===== config.mk =====
export PLATFORM = sky130hd
export DESIGN_NAME = sff_mul
export DESIGN_NICKNAME = d
export VERILOG_FILES = /design/src/hw/rtl/sff_pkg.sv /design/src/hw/rtl/sff_mul.sv
export SDC_FILE = /design/constraint.sdc
export NUM_CORES = 1
export LEC_CHECK = 0
export ABC_CLOCK_PERIOD_IN_PS = 10200
export BUFFER_PORTS_ARGS = -buffer_cell sky130_fd_sc_hd__buf_2
export CELL_PAD_IN_SITES_DETAIL_PLACEMENT = 1
export CELL_PAD_IN_SITES_GLOBAL_PLACEMENT = 1
export CORE_MARGIN = 4
export CORE_UTILIZATION = 45
export DETAILED_ROUTE_END_ITERATION = 16
export GPL_TIMING_DRIVEN = 1
export PLACE_DENSITY = 0.77
export SYNTH_ARGS = -nofsm -noshare
export SYNTH_HDL_FRONTEND = slang
export SYNTH_SLANG_ARGS = --single-unit

===== constraint.sdc =====
create_clock -name clk -period 10.2 [get_ports clk]
set_input_delay 1.02 -clock clk [delete_from_list [all_inputs] [get_ports clk]]
set_output_delay 1.02 -clock clk [all_outputs]
set_load 0.02 [all_outputs]

===== src/hw/rtl/sff_pkg.sv =====
// shared types, register map and constants of the stereo feedback flanger
`timescale 1ns / 1ps

package sff_pkg;

  // default structure of the unit
  localparam int DELAY_DEPTH_DEF = 2048;
  localparam int UPSAMPLE_DEF    = 4;
  localparam int LINE_WIDTH_DEF  = 20;

  // configuration port
  localparam int CFG_ADDR_W = 3;
  localparam int CFG_DATA_W = 20;

  typedef enum logic [CFG_ADDR_W-1:0] {
    REG_MIX_GAIN      = 3'd0,
    REG_BASE_DELAY    = 3'd1,
    REG_SWEEP_STEP    = 3'd2,
    REG_LFO_PERIOD    = 3'd3,
    REG_WARMUP_POINTS = 3'd4
  } sff_reg_t;

  localparam logic [15:0] MIX_GAIN_RST      = 16'd49152;
  localparam logic [10:0] BASE_DELAY_RST    = 11'd882;
  localparam logic [15:0] SWEEP_STEP_RST    = 16'd459;
  localparam logic [19:0] LFO_PERIOD_RST    = 20'd252000;
  localparam logic [19:0] WARMUP_POINTS_RST = 20'd7056;

  // interpolation: floor(n / UPSAMPLE) as (n * recip) >> RECIP_SHIFT, n below 2^INTERP_N_W
  localparam int INTERP_N_W  = 23;
  localparam int INTERP_OFS  = 19;
  localparam int RECIP_SHIFT = 26;
  // signed operand widths of the shared multiplier
  localparam int COEF_W      = 28;
  localparam int DATA_MIN_W  = 24;

  typedef enum logic [1:0] {
    MUL_SWEEP    = 2'd0,
    MUL_INTERP   = 2'd1,
    MUL_FEEDBACK = 2'd2
  } sff_mul_op_t;

  typedef struct packed {
    logic signed [15:0] left_in;
    logic signed [15:0] right_in;
  } sff_in_t;

  typedef struct packed {
    logic signed [15:0] left_out;
    logic signed [15:0] right_out;
    logic               clipped;
  } sff_out_t;

endpackage


===== src/hw/rtl/sff_mul.sv =====
// shared signed multiplier with operand selection and registered product
`timescale 1ns / 1ps

module sff_mul #(
  parameter int LINE_WIDTH = 20,
  parameter int UPSAMPLE   = 4,
  localparam int DATA_W = (LINE_WIDTH > sff_pkg::DATA_MIN_W) ? LINE_WIDTH : sff_pkg::DATA_MIN_W,
  localparam int PROD_W = DATA_W + sff_pkg::COEF_W
) (
  input  logic                                clk,
  input  sff_pkg::sff_mul_op_t                op,
  input  logic [19:0]                         tri_val,
  input  logic [15:0]                         step,
  input  logic [15:0]                         mix,
  input  logic [sff_pkg::INTERP_N_W-1:0]      interp,
  input  logic signed [LINE_WIDTH-1:0]        delayed,
  output logic signed [PROD_W-1:0]            prod_r
);
  import sff_pkg::*;

  localparam logic [COEF_W-1:0] RECIP =
    COEF_W'(((64'd1 << RECIP_SHIFT) + 64'(UPSAMPLE) - 64'd1) / 64'(UPSAMPLE));

  logic signed [DATA_W-1:0] a_op;
  logic signed [COEF_W-1:0] b_op;

  always_comb begin
    unique case (op)
      MUL_SWEEP: begin
        a_op = signed'(DATA_W'(tri_val));
        b_op = signed'(COEF_W'(step));
      end
      MUL_INTERP: begin
        a_op = signed'(DATA_W'(interp));
        b_op = signed'(RECIP);
      end
      MUL_FEEDBACK: begin
        a_op = DATA_W'(delayed);
        b_op = signed'(COEF_W'(mix));
      end
      default: begin
        a_op = '0;
        b_op = '0;
      end
    endcase
  end

  always_ff @(posedge clk) begin
    prod_r <= a_op * b_op;
  end
endmodule


==> out/qor.csv, run 1 <==
metric;value;unit
Final Hold Viols;0;
Psw;1.90;mW
EDFF count, synth;0;
Clk network pwr share;0.058;
Main synth FF type;dfxtp_1;
HP Class;in -> reg;
Die Span Y;200;um
biggest regs;prod_r: 50 flops;
Root Driver;clkbuf_16;
Post-CTS Setup Bufs;0;
Crit Path Class;in -> reg;
Seq pwr share;0.092;
Antenna Nets Post-Route;0;
clk buf depth;2;
crit-path most repeated cell;fa_1;
Max FO, Critical Path;21;
CP top delay family;adder cells;
Seq/Total Area, Yosys;0.0603;
CP max-delay cell;a21oi_1;
P_leak;10.1;nW
CP arrival;8990;ps
power share of the combinational group;0.850;
fin util;0.495;
cts bufs inserted;5;
period utilisation layout;0.863;
Detailed Routing Iterations Pass 1;5;
Post-DP HPWL;47900;um
VDD IR max;0.179;mV
Die Footprint;40000;um2
DR WL/cell;21.8;um
largest net degree at the start of global routing;39;
vias in the first global route;16000;
critical path depth in cells;28;
Switching Share;0.561;
Cell Area, Synth;16600;um2
Initial Util;0.454;
YS warnings;0;
area of the multi-input gates;13600;um2
initial antenna violation count;0;
PortBufs;149;
Via density;5.48;
#FFs+latches synth;50;
I/O pins;150;
status;complete, no violations;
Core Footprint;36500;um2
register area;1000;um2
CP startpoint kind;input pin;
Tightest Pin Transition;1170;ps
DRT iter0 DRCs;682;
most common cell after layout, fill and taps aside;inv_1;
largest reg by FF count;prod_r;
CP endpoint kind;flip-flop;
CTS resizes;0;
clk sinks;50;
grt total ovfl;0;
Mean Syn Cell Area;8.50;um2
pwr dens;187;nW/um2
RePlAce Congestion;0.969;
Cells after Synth;1951;
pre-CTS setup slack;1080;ps
# H-tree levels;2;
endpoints failing setup;0;
Rows;70;
antenna diode instance count;0;
RSZ-0062 raised after global routing;no;
DRC Markers;0;
CTS tree;built;
share of layout cells above drive strength 1;0.110;
global-route wire length before repair;85200;um
setup TNS;0;ps
hold path cells;5;
commonest cells after routing, fill and taps aside;inv_1 (435), fa_1 (322), ha_1 (226);
Final Worst Setup Slack;1390;ps
Vias;13900;
nets;2709;
cts hold-fix bufs;0;
CTS clk-pin slew, worst paths;70;ps
slew margin rel.;0.222;
Die W;200;um
Layout area overhead;9.06;%
fill count;4434;
max reg flops;50;
internal cell power;1.48;mW
Total GRT Usage;0.280;
fmax;114;MHz
post-synth cell types;53;
Max-Cap Viols;0;
syn_nets;2597;
Critical Path Max Stage Delay;770;ps
fin crit period;8810;ps
Crit path buffers/inverters;8;
CP required;10380;ps
WL final;55300;um
asr flop ratio synth;0;
final max-slew violation count;0;
layer usage:
metal  global-route usage  share of wire  vias up
met5                    0              0        -
met4                0.156          0.070        0
met3               0.0431          0.050      204
met2                0.516           0.53      468
met1                0.307           0.35     7052
li1                     -              -     6159
Yosys cell counts (2+ instances only):
| master | instances | area (um2) |
|---|---|---|
| inv_1 | 435 | 1630 |
| fa_1 | 322 | 6450 |
| ha_1 | 226 | 2830 |
| nand2_1 | 221 | 830 |
| nor2_1 | 220 | 826 |
| clkbuf_1 | 79 | 297 |
| a21oi_1 | 70 | 350 |
| dfxtp_1 | 50 | 1000 |
| mux2i_1 | 36 | 360 |
| and2_1 | 34 | 213 |
| a21o_1 | 30 | 225 |
| o21ai_0 | 28 | 140 |
| xnor2_1 | 25 | 219 |
| or2_2 | 18 | 113 |
| nand3_1 | 15 | 75.1 |
| xor2_1 | 14 | 123 |
| nand2b_1 | 11 | 68.8 |
| o21bai_1 | 11 | 82.6 |
| o21ai_1 | 10 | 50.1 |
| nand4_1 | 9 | 56.3 |
| a211oi_1 | 8 | 60.1 |
| nor3_1 | 8 | 40.0 |
| nor2b_1 | 7 | 43.8 |
| o21a_1 | 7 | 52.6 |
| a31oi_1 | 6 | 37.5 |
| a211o_1 | 5 | 43.8 |
| o211ai_1 | 5 | 37.5 |
| and3_1 | 4 | 25.0 |
| a311oi_1 | 3 | 26.3 |
| a41oi_1 | 2 | 17.5 |
| and4_1 | 2 | 17.5 |
| buf_1 | 2 | 7.51 |
| buf_2 | 2 | 10.0 |
| buf_4 | 2 | 15.0 |
| nor4_1 | 2 | 12.5 |
| o311ai_0 | 2 | 17.5 |
| o31ai_1 | 2 | 15.0 |
| or3_1 | 2 | 12.5 |
| or4_1 | 2 | 15.0 |
worst paths after layout:
check / start / to / slack [ps]
hold / removal: delayed[0] / prod_r[0] / 1490
setup / recovery: op[0] / prod_r[32] / 1390
area by class of cell:
cell class | count | area share
clock buffers | 5 | 0.00692
well taps | 468 | 0.0324
clock inverters | 3 | 0.00249
inverters | 435 | 0.0903
multi-input cells | 1380 | 0.753
repair buffers | 191 | 0.0593
flip-flops and latches | 50 | 0.0553
metrics by stage:
step                std cells  hold WS (ps)  total power, mW  instance area, um2
detailed placement       2524          1440             3.19               17900
floorplan                1951          1360             2.32               16600
finish                   2532          1490             3.38               18100
global placement         2524          1440             3.09               17900
CTS                      2532          1460             3.42               18100
global route             2532          1500             3.76               18100
power by group through the flow:
stage	clock [mW]	combinational, mW	sequential, mW
after detailed placement	0	2.87	0.318
after global placement	0	2.78	0.319
after global routing	0.211	3.22	0.320
after floorplan	0	1.91	0.411
after CTS	0.202	2.91	0.314
final	0.195	2.88	0.311
worst min-delay path: cells and delay by family:
kind                   cells  cell delay (ps)
buffers and inverters      2              340
AOI/OAI and AO/OA          1              160
and+or+nand+nor            2              210
cell families (layout without fill, tap and decap cells):
logic type,count (synthesis),count (layout),synth area share
DFF,50,50,0.0603
buffers and inverters,521,634,0.119
AOI/OAI and AO/OA,201,201,0.0775
adders and majority gates,548,548,0.559
xor gates and xnor gates,39,39,0.0206
and+or+nand+nor,556,556,0.142
muxes,36,36,0.0217
Note: power is estimated with default switching activity, not from simulation.
==> run 2, diff against run 1 <==
Settings changed: MAX_ROUTING_LAYER from default to met4.
==> run 2 against run 1 <==
Net effect:
- global-route usage up 0.80 points
- core utilization about the same
- clock-buffer cell count unchanged
- routed wire length down 0.28%
- sequential cell count unchanged
- setup slack worse by 170 ps
- final cell count up 0.12%
- power down 0.70%
- first-iteration DRC count up 20%
- clock power down 8%
- design area about the same
- largest cell class unchanged
- highest routed layer unchanged
==> out/qor.csv, run 2 (synthesized netlist as in run 1, its figures left out) <==
metric;value;unit
vias in the first global route;15800;
fmax;111;MHz
grt total ovfl;0;
CP arrival;9180;ps
Post-CTS Setup Bufs;0;
Initial Util;0.454;
pwr dens;186;nW/um2
commonest cells after routing, fill and taps aside;inv_1 (435), fa_1 (322), ha_1 (226);
CP startpoint kind;input pin;
dpl cells;2527;
Root Driver;clkbuf_16;
Layout area overhead;9.00;%
slew margin rel.;0.252;
nets;2712;
Vias;14000;
largest reg by FF count;prod_r;
Max-Cap Viols;0;
CTS clk-pin slew, worst paths;80;ps
endpoints failing setup;0;
Post-DP HPWL;47600;um
HP Class;in -> reg;
CTS resizes;0;
CP required;10400;ps
cts hold-fix bufs;0;
Die Span Y;200;um
fin crit period;8970;ps
Detailed Routing Iterations Pass 1;5;
Rows;70;
max reg flops;50;
CTS tree;built;
largest net degree at the start of global routing;32;
setup TNS;0;ps
Die Footprint;40000;um2
CP top delay family;adder cells;
Crit path buffers/inverters;6;
share of layout cells above drive strength 1;0.111;
CP endpoint kind;flip-flop;
WL final;55100;um
final non-filler cell total;2535;
Final Hold Viols;0;
most common cell after layout, fill and taps aside;inv_1;
clk sinks;50;
final max-slew violation count;0;
RSZ-0062 raised after global routing;no;
biggest regs;prod_r: 50 flops;
DR WL/cell;21.8;um
initial antenna violation count;0;
Tightest Pin Transition;1110;ps
global-route wire length before repair;85300;um
I/O pins;150;
PortBufs;149;
period utilisation layout;0.880;
P_leak;10.1;nW
VDD IR max;0.157;mV
CP max-delay cell;a21oi_1;
Via density;5.51;
Max FO, Critical Path;20;
Die W;200;um
crit-path most repeated cell;fa_1;
status;complete, no violations;
clk buf depth;2;
DRC Markers;0;
antenna diode instance count;0;
Crit Path Class;in -> reg;
Antenna Nets Post-Route;0;
Total GRT Usage;0.288;
cts bufs inserted;5;
# H-tree levels;2;
DRT iter0 DRCs;819;
WHS;1430;ps
RePlAce Congestion;0.962;
Core Footprint;36500;um2
fin util;0.495;
Critical Path Max Stage Delay;840;ps
run 2: report_power, final:
group          internal, mW  switching [mW]  total (mW)
sequential            0.294          0.0200       0.313
combinational          1.07            1.80        2.87
clock                0.0926          0.0869       0.179
total                  1.46            1.90        3.36
run 2: tightest hold or removal path, cell delays in order:
cell,delay [ps]
buf_2,100
nand2_1,50
o21ai_1,100
buf_4,220
and2_1,180
run 2: metrics by stage:
| stage | area, um2 | total power, mW | setup slack, ps |
|---|---|---|---|
| 2_1_floorplan | 16600 | 2.32 | 1820 |
| 4_1_cts | 18100 | 3.40 | 1280 |
| 6_report | 18100 | 3.36 | 1230 |
| 3_5_place_dp | 17900 | 3.20 | 972 |
| 5_1_grt | 18100 | 3.75 | 859 |
| 3_3_place_gp | 17900 | 3.11 | 1210 |
run 2: final cells by class:
cell class              count  area (um2)
fillers                  4436       18400
multi-input cells        1380       13600
inverters                 435        1630
repair buffers            194        1080
flip-flops and latches     50        1000
well taps                 468         586
clock buffers               5         125
clock inverters             3        25.0
run 2: final timing paths:
| kind | from | endpoint | slack (ps) | depth (start not counted) |
|---|---|---|---|---|
| hold / removal | delayed[0] | prod_r[0] | 1430 | 5 |
| setup / recovery | op[0] | prod_r[50] | 1230 | 25 |
run 2: metal layers:
layer | global-route usage | routed length, um | vias up
li1 | - | - | 6165
met1 | 0.323 | 20400 | 7174
met2 | 0.519 | 29300 | 447
met3 | 0.0287 | 2340 | 177
met4 | 0.129 | 3130 | 0
met5 | - | 0 | -
==> run 3, diff against run 2 <==
Settings changed: CTS_BUF_LIST from default to sky130_fd_sc_hd__clkbuf_4 sky130_fd_sc_hd__clkbuf_8.
==> run 3 against run 2 <==
Net effect:
- non-clock buffer count is the same
- clock power decreased by 28%
- final cell count did not move
- sequential power about the same
- global-route usage fell by 0.15 points
- first-iteration DRC count down 7.7%
- critical path depth did not move
- critical path type unchanged
- largest power group unchanged
- highest routed layer unchanged
==> out/qor.csv, run 3 (synthesized netlist as in run 1, its figures left out) <==
metric;value;unit
status;complete, no violations;
Root Driver;clkbuf_8;
nets;2712;
fin crit period;8900;ps
CP endpoint kind;flip-flop;
WL final;55000;um
Psw;1.89;mW
vias in the first global route;15700;
fill count;4448;
Total GRT Usage;0.287;
commonest cells after routing, fill and taps aside;inv_1 (435), fa_1 (322), ha_1 (226);
P_leak;10.1;nW
cts bufs inserted;5;
CTS resizes;0;
clk sinks;50;
Clk network pwr share;0.039;
final max-slew violation count;0;
Tightest Pin Transition;1120;ps
Pwr Total;3.31;mW
worst-case hold path end point;prod_r[0];
CP required;10440;ps
most common cell after layout, fill and taps aside;inv_1;
Max Used Layer;met4;
pwr dens;183;nW/um2
max reg flops;50;
RSZ-0062 raised after global routing;no;
clk buf depth;2;
Die W;200;um
Max FO, Critical Path;20;
CTS tree;built;
met3 WL;2420;um
CTS clk-pin slew, worst paths;120;ps
Crit Path Class;in -> reg;
setup TNS;0;ps
met1 wire length;20400;um
I/O pins;150;
DRT iter0 DRCs;756;
Rows;70;
initial antenna violation count;0;
Initial Util;0.454;
register area;1000;um2
Switching Share;0.573;
slew margin rel.;0.247;
VDD IR max;0.163;mV
endpoints failing setup;0;
Vias;14000;
largest net degree at the start of global routing;32;
cts hold-fix bufs;0;
Detailed Routing Iterations Pass 1;5;
Final Hold Viols;0;
PortBufs;149;
grt total ovfl;0;
share of layout cells above drive strength 1;0.111;
biggest regs;prod_r: 50 flops;
Post-DP HPWL;47600;um
# H-tree levels;2;
Core Footprint;36500;um2
largest reg by FF count;prod_r;
CP startpoint kind;input pin;
internal cell power;1.41;mW
Antenna Nets Post-Route;0;
routed length on met2;29100;um
RePlAce Congestion;0.962;
Via density;5.52;
hold path cells;5;
Die Footprint;40000;um2
Seq pwr share;0.095;
DRC Markers;0;
fmax;112;MHz
Layout area overhead;8.66;%
antenna diode instance count;0;
CP arrival;9140;ps
Post-CTS Setup Bufs;0;
HP Start;delayed[0];
Max-Cap Viols;0;
HP Class;in -> reg;
area of the multi-input gates;13600;um2
DR WL/cell;21.7;um
power share of the combinational group;0.866;
period utilisation layout;0.873;
Die Span Y;200;um
global-route wire length before repair;85000;um
-- run 3: worst max-delay path by stage --
stage                     cells after the start    endpoint  start  slack, ps
final                                        25  prod_r[50]  op[0]       1300
after global routing                         28  prod_r[32]  op[0]        910
after CTS                                    25  prod_r[50]  op[0]       1350
after detailed placement                     25  prod_r[50]  op[0]        970
after global placement                       25  prod_r[50]  op[0]       1210
after floorplan                              30  prod_r[32]  op[0]       1820
-- run 3: power groups by stage --
stage	clock, mW	sequential [mW]	combinational, mW
floorplan	0	0.411	1.91
global placement	0	0.320	2.79
detailed placement	0	0.321	2.88
CTS	0.136	0.316	2.89
global route	0.145	0.324	3.23
finish	0.129	0.313	2.86
-- run 3: layout make-up --
| type | instances | share of cell area |
|---|---|---|
| inverter | 435 | 0.0906 |
| clock buffer | 5 | 0.00382 |
| sequential | 50 | 0.0555 |
| timing repair buffer | 194 | 0.0601 |
| tap | 468 | 0.0325 |
| multi-input combinational | 1380 | 0.756 |
| clock inverter | 3 | 0.00139 |
-- run 3: routing by layer --
metal  vias to the layer above  track usage
met1                      7164        0.324
met3                       184       0.0280
met4                         0        0.125
met2                       465        0.515
met5                         -            -
li1                       6168            -
-- run 3: critical path: stages --
cell	delay, ps
buf_2	480
nor2b_2	270
buf_4	270
a21oi_1	820
nor2_1	190
fa_1	540
fa_1	510
inv_1	70
fa_1	510
fa_1	540
inv_1	50
ha_1	280
fa_1	500
inv_1	60
fa_1	480
inv_1	50
ha_1	360
and4_1	230
a221o_1	370
a2111oi_4	460
o21ai_2	140
a221oi_2	380
a21oi_2	160
a41o_1	270
xnor2_1	130
-- run 3: through the flow --
stage / hold slack (ps) / area [um2] / std cells / util / setup WS [ps]
2_1_floorplan: 1360 / 16600 / 1951 / - / 1820
3_3_place_gp: 1440 / 17900 / 2527 / 0.491 / 1210
3_5_place_dp: 1440 / 17900 / 2527 / 0.491 / 972
4_1_cts: 1380 / 18000 / 2535 / 0.494 / 1350
5_1_grt: 1410 / 18000 / 2535 / 0.494 / 906
6_report: 1440 / 18000 / 2535 / 0.494 / 1300
